File: src/rtl/abst_pkg.sv
// Package for the array binary search tree unit: sizes, codes, FSM and command types.
// No dependencies; used by abst_ctrl, abst_dp and array_bst_insert_remove_unit.
`timescale 1ns / 1ps
package abst_pkg;
	localparam int TREE_LEVELS = 10;
	localparam int SLOT_COUNT  = (1 << TREE_LEVELS) - 1;
	localparam int IDX_W       = TREE_LEVELS;      // slot index
	localparam int ADDR_W      = TREE_LEVELS + 1;  // child index, may run past the store
	localparam int KEY_W       = 32;
	localparam int OP_W        = 2;
	localparam int ST_W        = 2;
	localparam int SIDX_W      = 10;               // slot_index / last_used_slot fields
	localparam int IN_W        = 48;
	localparam int OUT_W       = 48;

	typedef enum logic [OP_W-1:0] {
		OP_INSERT = 2'd0,
		OP_REMOVE = 2'd1,
		OP_READ   = 2'd2,
		OP_NOP    = 2'd3
	} op_t;

	typedef enum logic [ST_W-1:0] {
		ST_DONE      = 2'd0,
		ST_NOT_FOUND = 2'd1,
		ST_FULL      = 2'd2,
		ST_ZERO_KEY  = 2'd3
	} status_t;

	typedef enum logic [3:0] {
		CMD_NONE,
		CMD_CLR,       // write zero at clear counter, advance it
		CMD_LOAD,      // capture request, pos <= root
		CMD_RD_POS,    // read slot pos
		CMD_RD_IDX,    // read slot slot_index
		CMD_WR_KEY,    // write key at pos, raise last used
		CMD_DESCEND,   // pos <= child by compare, read it
		CMD_RD_LEFT,   // probe left child of pos, then walk right
		CMD_RD_RIGHT,  // probe right child of pos, then walk left
		CMD_WALK,      // accept probe, probe its next child
		CMD_MOVE,      // copy value up to pos, pos <= found, probe its left
		CMD_CLR_POS,   // clear leaf at pos, start scan below it
		CMD_SCAN_DEC,  // scan one slot lower
		CMD_SET_LAST,  // last used <= scan
		CMD_ZERO_LAST, // last used <= 0
		CMD_RESULT     // load output register
	} cmd_t;

	typedef enum logic [3:0] {
		S_CLEAR,
		S_IDLE,
		S_DISPATCH,
		S_RD_WAIT,
		S_INS_CHK,
		S_REM_CHK,
		S_RF_L,
		S_RF_R,
		S_RF_W,
		S_SCAN,
		S_FIN
	} state_t;

	typedef struct packed {
		cmd_t    cmd;
		status_t res;
	} dp_cmd_t;

	typedef struct packed {
		op_t  op;
		logic key_zero;
		logic rd_zero;
		logic key_eq;
		logic child_oob;
		logic pos_is_last;
		logic pos_zero;
		logic scan_zero;
		logic clr_done;
		logic out_free;
	} dp_stat_t;
endpackage

File: src/rtl/abst_ctrl.sv
// Controller FSM of the array BST unit: sequences clear, insert, remove, read and no-op.
// Depends on abst_pkg; commands abst_dp.
`timescale 1ns / 1ps
module abst_ctrl (
	input  logic               clk,
	input  logic               arst_n,
	input  logic               in_valid,
	output logic               in_ready,
	input  abst_pkg::dp_stat_t stat,
	output abst_pkg::dp_cmd_t  cmd
);
	import abst_pkg::*;

	state_t  state_q, state_d;
	status_t res_q, res_d;

	always_ff @(posedge clk or negedge arst_n) begin
		if (!arst_n) begin
			state_q <= S_CLEAR;
			res_q   <= ST_DONE;
		end else begin
			state_q <= state_d;
			res_q   <= res_d;
		end
	end

	always_comb begin
		state_d  = state_q;
		res_d    = res_q;
		cmd.cmd  = CMD_NONE;
		cmd.res  = res_q;
		in_ready = 1'b0;
		unique case (state_q)
			S_CLEAR: begin
				cmd.cmd = CMD_CLR;
				if (stat.clr_done) state_d = S_IDLE;
			end
			S_IDLE: begin
				in_ready = 1'b1;
				if (in_valid) begin
					cmd.cmd = CMD_LOAD;
					state_d = S_DISPATCH;
				end
			end
			S_DISPATCH: begin
				res_d = ST_DONE;
				priority if (stat.op == OP_NOP) begin
					state_d = S_FIN;
				end else if (stat.op == OP_READ) begin
					cmd.cmd = CMD_RD_IDX;
					state_d = S_RD_WAIT;
				end else if (stat.key_zero) begin
					res_d   = ST_ZERO_KEY;
					state_d = S_FIN;
				end else begin
					cmd.cmd = CMD_RD_POS;
					state_d = (stat.op == OP_INSERT) ? S_INS_CHK : S_REM_CHK;
				end
			end
			S_RD_WAIT: state_d = S_FIN;
			S_INS_CHK: begin
				priority if (stat.rd_zero) begin
					cmd.cmd = CMD_WR_KEY;
					state_d = S_FIN;
				end else if (stat.child_oob) begin
					res_d   = ST_FULL;
					state_d = S_FIN;
				end else begin
					cmd.cmd = CMD_DESCEND;
				end
			end
			S_REM_CHK: begin
				priority if (stat.rd_zero) begin
					res_d   = ST_NOT_FOUND;
					state_d = S_FIN;
				end else if (stat.key_eq) begin
					cmd.cmd = CMD_RD_LEFT;
					state_d = S_RF_L;
				end else if (stat.child_oob) begin
					res_d   = ST_NOT_FOUND;
					state_d = S_FIN;
				end else begin
					cmd.cmd = CMD_DESCEND;
				end
			end
			S_RF_L: begin
				if (!stat.rd_zero) begin
					cmd.cmd = CMD_WALK;
					state_d = S_RF_W;
				end else begin
					cmd.cmd = CMD_RD_RIGHT;
					state_d = S_RF_R;
				end
			end
			S_RF_R: begin
				if (!stat.rd_zero) begin
					cmd.cmd = CMD_WALK;
					state_d = S_RF_W;
				end else begin
					cmd.cmd = CMD_CLR_POS;
					state_d = (stat.pos_is_last && !stat.pos_zero) ? S_SCAN : S_FIN;
				end
			end
			S_RF_W: begin
				if (!stat.rd_zero) begin
					cmd.cmd = CMD_WALK;
				end else begin
					cmd.cmd = CMD_MOVE;
					state_d = S_RF_L;
				end
			end
			S_SCAN: begin
				priority if (!stat.rd_zero) begin
					cmd.cmd = CMD_SET_LAST;
					state_d = S_FIN;
				end else if (stat.scan_zero) begin
					cmd.cmd = CMD_ZERO_LAST;
					state_d = S_FIN;
				end else begin
					cmd.cmd = CMD_SCAN_DEC;
				end
			end
			S_FIN: begin
				if (stat.out_free) begin
					cmd.cmd = CMD_RESULT;
					state_d = S_IDLE;
				end
			end
			default: state_d = S_IDLE;
		endcase
	end
endmodule

File: config.mk
export PLATFORM = sky130hd
export DESIGN_NAME = abst_ctrl
export DESIGN_NICKNAME = d
export VERILOG_FILES = /design/src/rtl/abst_pkg.sv /design/src/rtl/abst_ctrl.sv
export SDC_FILE = /design/constraint.sdc
export NUM_CORES = 1
export LEC_CHECK = 0
export BUFFER_PORTS_ARGS = -buffer_cell sky130_fd_sc_hd__buf_2
export CORE_MARGIN = 4
export CORE_UTILIZATION = 47
export DETAILED_ROUTE_END_ITERATION = 12
export PLACE_DENSITY = 0.79
export SLEW_MARGIN = 20
export SYNTH_ARGS = -nofsm -noshare
export SYNTH_HDL_FRONTEND = slang
export SYNTH_SLANG_ARGS = --single-unit
export TNS_END_PERCENT = 10
File: constraint.sdc
create_clock -name clk -period 1.5 [get_ports clk]
set_input_delay 0 -clock clk [delete_from_list [all_inputs] [get_ports clk]]
set_output_delay 0 -clock clk [all_outputs]
set_load 0.005 [all_outputs]
==> results of run 1 <==
-- where the power goes --
part           internal, mW  switching (mW)
combinational          1.03           0.913
clock                0.0902          0.0530
sequential            0.243           0.105
total                  1.36            1.07
-- repair_timing --
item,CTS,global route
buffers inserted,4,1
endpoints found under the hold margin,6,0
hold buffers,1,0
gates resized for setup,13,4
endpoints found under the setup margin,9,10
pin swaps,7,2
-- worst paths after layout --
check | startpoint | endpoint | cells after the start
setup / recovery | state_q[1]$_DFFE_PN0P_ | cmd[3] | 6
hold / removal | arst_n | res_q[0]$_DFFE_PN0P_ | 2
setup reg to reg | state_q[1]$_DFFE_PN0P_ | res_q[0]$_DFFE_PN0P_ | 6
hold reg to reg | res_q[0]$_DFFE_PN0P_ | res_q[0]$_DFFE_PN0P_ | 1
max in group asynchronous | arst_n | state_q[2]$_DFFE_PN0P_ | 2
min in group clk | stat[9] | state_q[0]$_DFFE_PN0P_ | 3
-- layout by cell type, fill, tap and decap left out, types with 4 or more instances in the layout --
| cell | instances |
|---|---|
| buf_4 | 26 |
| buf_2 | 20 |
| nor2_1 | 7 |
| nand2_1 | 7 |
| inv_1 | 5 |
| a21oi_1 | 4 |
| nor3_1 | 4 |
-- through the flow --
| stage | std cells | hold slack (ns) | setup TNS (ns) | util, % |
|---|---|---|---|---|
| 4_1_cts | 173 | 0.09873 | -0.8466 | 70.84 |
| 6_report | 174 | 0.1073 | -0.8957 | 71.79 |
| 3_3_place_gp | 165 | -0.1753 | -0.2773 | 64.40 |
| 2_1_floorplan | 105 | -0.2956 | 0 | - |
| 3_5_place_dp | 165 | -0.1703 | -0.5297 | 64.40 |
| 5_1_grt | 174 | 0.1277 | -1.639 | 71.79 |
-- sequential cells by signal, summed over array words and instances (netlist names) --
| signal | flops |
|---|---|
| state_q | 4 |
| res_q | 2 |
-- layer usage --
layer	vias up	GRT usage (%)	wire, um
met4	0	11.21	63
met3	8	3.858	217
met2	49	39.13	1334
li1	490	-	-
met1	470	24.41	1035
met5	-	0	0
-- cell type report --
| cell class | count | area, um2 | area share (%) |
|---|---|---|---|
| inverter | 5 | 18.77 | 1.531 |
| clock buffer | 3 | 22.52 | 1.837 |
| multi-input combinational | 85 | 660.6 | 53.88 |
| sequential | 6 | 153.9 | 12.55 |
| timing repair buffer | 50 | 339.1 | 27.65 |
| tap | 25 | 31.28 | 2.551 |
-- kinds of logic (layout without fill, tap and decap cells) --
kind of cell           Yosys count  after routing
AND/OR/NAND/NOR                 42             42
AO/OA/AOI/OAI                   39             39
buffers and inverters           14             58
flip-flops                       6              6
multiplexers                     4              4
-- synthesized netlist by cell type (2+ instances only) --
library cell / number
o21ai_0: 5
nand2b_1: 4
buf_4: 3
nor3_1: 4
or2_2: 2
dfrtp_1: 6
or3_1: 2
a221oi_1: 2
buf_2: 5
a311oi_1: 2
inv_1: 5
nand2_1: 7
a21o_1: 3
mux2_2: 2
o22ai_1: 2
nor2b_1: 3
mux2i_1: 2
o2bb2ai_1: 2
a21oi_1: 5
nor2_1: 7
==> results.ini, run 1 <==
[status]
run_status=finished with violations
failing_checks=setup timing

[logic_synthesis]
netlist_top_cells_area=dfrtp_1, a2111oi_4, nand2_1
synth_nets=119
synth_compound_area_share_pct=38.26
syn_avg_cell_area_um2=8.067
postSynthRegisterBits=6
synth.lib_cells_used.distinct=52
yosys_warnings=0
seq_area_frac_synth_pct=17.73
fraction_of_synthesized_area_in_multiplexers_pct=5.022
synthDominantCellAreaShare_pct=17.73
synth-adder-area-share_pct=0
synthArstFlopShare_pct=100.0
post-synth-top-area-cell=dfrtp_1
synth_top_family_by_area=compound AO/OA/AOI/OAI gates
post_synth_simple_gate_area_pct=29.84
synthXorXnorAreaFrac_pct=0
mappedNetlistArea_um2=847.1
postSynth.topFlopCell=dfrtp_1
synth_edf_count=0
synthesis.instances=105

[final_layout]
post_route_cells_drive_above_1_share_pct=49.66
fillerInstances=124
num-nets-final=165
num_antenna_cells=0
stdcell_area_um2=1226
layout-area-overhead-vs-synth_pct=44.76

[setup_path]
cp.arrival_ns=1.65
setup.worst_path.start_class=flop
critPathMaxStageDelay_ns=0.38
top_cell_family_by_delay_on_the_critical_path=simple AND/OR/NAND/NOR gates
worst_path_max_delay_cell=dfrtp_1
crit_required_ns=1.50
critical_path.n_buffers_inverters=2
end_kind=output pin
critical_path_class=flop to output pin
reg2reg_setup_slack_ns=-0.10
crit_chain=buf_6 > or2_2 > nor3_1 > nor2_1 > o211ai_1 > buf_2
worst-path-max-fanout=8

[detailed_routing]
detail-route-antenna-nets=0
post_drt_via_cell_ratio=5.845
num_vias=1017
detail_route.first_pass.iterations=5
route.detailed.drc=0
detail_route.iter0.violations=31
routed_wirelength_um=2651
wire_per_inst_um=15.24

[sta]
tightestPinTransition_ns=0.4346
setup_violations=9
fmaxAchievable_mhz=607.6
clock_skew_ns=0.003975
hold_viol=0
min_period_ns=1.646
maxSlewViolCount=0
unrepaired_setup_endpoints_after_global_routing=true
fin_ws_ns=-0.1457
finalCritPeriodShare_pct=109.7
max-slew-margin-rel_pct=70.96

[global_routing]
grt_pass1_vias=1053
grt_pass1_wl_um=4353
track_usage_pct=21.85
antenna_found_initial=0
grt_max_degree=14
gr-total-overflow=0

[die]
core_region_area_um2=1708
rows=15
floorplan.die.height_um=50.46
design.die.area_um2=2546
floorplan.initialDensity_pct=49.60
ioPinCount=21
die_width_um=50.46

[clocking]
clk_path_buf_depth=2
clock_sinks=6
worst_skew_pair.late_latency_ns=0.24
cts_tree=done
htree_levels=1
cts-buffers-inserted=3
clkSlewWorstSetupHoldPaths_ns=0.04
cts_root_buffer=clkbuf_4

[placement]
dpl.hpwl_um=2034
placement.cell_area_um2=1100
routabilityCongestion=0.8928
pre_cts_slack_ns=-0.1147
placement.io_buffers=20

[pwr]
vdd_ir_drop_max_uv=1265
p_leak_nw=0.5824
cellPowerDensity_nw_per_um2=1984
power_mw=2.433

[worst_hold_path]
hold_path.class=input port to async pin

[job]
cap_viol_max_count=0

No activity file was read; power rests on OpenSTA's default activity.
==> run 2, diff against run 1 <==
SETUP_SLACK_MARGIN = 0.4   (was not set)
==> results.ini, run 2 (synthesis gave the netlist of run 1 again) <==
[global_routing]
grt_pass1_wl_um=5092
grt_max_degree=14
gr-total-overflow=0
antenna_found_initial=0
grt_pass1_vias=1125
track_usage_pct=26.21

[clocking]
worst_skew_pair.late_latency_ns=0.25
htree_levels=1
clock_sinks=6
cts_tree=done
cts_root_buffer=clkbuf_4
clk_path_buf_depth=2
cts-buffers-inserted=3
clkSlewWorstSetupHoldPaths_ns=0.05

[placement]
placement.io_buffers=20
placement.cell_area_um2=1171
routabilityCongestion=0.8879
dpl.hpwl_um=2059

[final_layout]
num-nets-final=166
most_used_cells_in_the_layout_excluding_fill_and_tap_cells=buf_4, buf_2, nor2_1, nand2_1
stdcell_area_um2=1383
final_util_pct=80.95
largest_reg_flops=4
layout-area-overhead-vs-synth_pct=63.22
num_antenna_cells=0
layout.cells.most_common=buf_4
max_flop_register=state_q
post_route_cells_drive_above_1_share_pct=56.67
reg_top3=state_q: 4 flops, res_q: 2 flops

[detailed_routing]
detail_route.first_pass.iterations=5
detail-route-antenna-nets=0
routed_wirelength_um=3634
num_vias=1147
route.detailed.drc=0
post_drt_via_cell_ratio=6.554
detail_route.iter0.violations=47
wire_per_inst_um=20.77

[job]
cap_viol_max_count=0

[setup_path]
setup.worst_path.start_class=flop
critical_path_class=flop to flop
cp.arrival_ns=1.85
worst-path-max-fanout=5
end_kind=flop
crit_required_ns=1.63

[status]
failing_checks=setup timing
run_status=finished with violations

[die]
floorplan.die.height_um=50.46
design.die.area_um2=2546
ioPinCount=21
core_region_area_um2=1708
die_width_um=50.46
floorplan.initialDensity_pct=49.60
rows=15

[worst_hold_path]
hold_path.class=input port to async pin

[sta]
tightestPinTransition_ns=0.3919
timing.setup.tns_ns=-1.436
fin_ws_ns=-0.2258
hold_viol=0
max-slew-margin-rel_pct=73.87
maxSlewViolCount=0
setup_violations=9
clock_skew_ns=0.007349
fmaxAchievable_mhz=579.5
unrepaired_setup_endpoints_after_global_routing=true
min_period_ns=1.726
final.hold.worst_slack_ns=0.1054
finalCritPeriodShare_pct=115.1

[pwr]
p_leak_nw=0.6460
power_mw=3.031
vdd_ir_drop_max_uv=1543
cellPowerDensity_nw_per_um2=2192

[run 2: worst paths after layout]
check | startpoint | to | slack [ns] | depth (start not counted)
max in group asynchronous | arst_n | state_q[2]$_DFFE_PN0P_ | 1.24 | 2
min in group clk | stat[7] | state_q[2]$_DFFE_PN0P_ | 0.26 | 4
setup / recovery | state_q[0]$_DFFE_PN0P_ | res_q[0]$_DFFE_PN0P_ | -0.23 | 5
hold reg to reg | res_q[1]$_DFFE_PN0P_ | res_q[1]$_DFFE_PN0P_ | 0.51 | 1
hold / removal | arst_n | state_q[3]$_DFFE_PN0P_ | 0.11 | 2
setup reg to reg | state_q[0]$_DFFE_PN0P_ | res_q[0]$_DFFE_PN0P_ | -0.23 | 5
[run 2: stage by stage]
stage               worst slack, ns  std cells
floorplan                    0.1133        105
global placement           -0.02708        163
detailed placement         -0.06855        163
CTS                         -0.1316        173
global route                -0.2458        175
finish                      -0.2258        175
[run 2: power breakdown]
group	switching, mW	leakage [nW]	internal (mW)
Combinational	1.21	0.558	1.34
Clock	0.0629	0.0138	0.0908
Sequential	0.0869	0.0740	0.241
Total	1.36	0.646	1.68
[run 2: routing by layer]
layer / share of wire (%) / global-route usage [%]
met5: 0 / 0
met4: 5.7 / 13.90
met3: 7.6 / 5.341
met2: 51 / 47.39
met1: 36 / 28.28
[run 2: worst max-delay path: stages, from the launching register on]
cell and delay (ns):
dfrtp_2 0.45, buf_6 0.15, a21boi_4 0.16, nand2b_1 0.14
a311oi_4 0.36, mux2_4 0.34
[run 2: repair_timing]
action	in CTS	in global routing
hold buffers	1	0
resized for setup	16	8
cloned	1	0
pin swaps	8	6
buffers inserted	5	2
hold endpoints to repair	6	0
endpoints found under the setup margin	11	11
[run 2: final cells by class]
| type | instances | area, um2 |
|---|---|---|
| sequential | 6 | 152.6 |
| fill | 95 | 325.3 |
| timing repair buffer | 51 | 412.9 |
| inverter | 5 | 18.77 |
| multi-input combinational | 85 | 744.5 |
| tap | 25 | 31.28 |
| clock buffer | 3 | 22.52 |
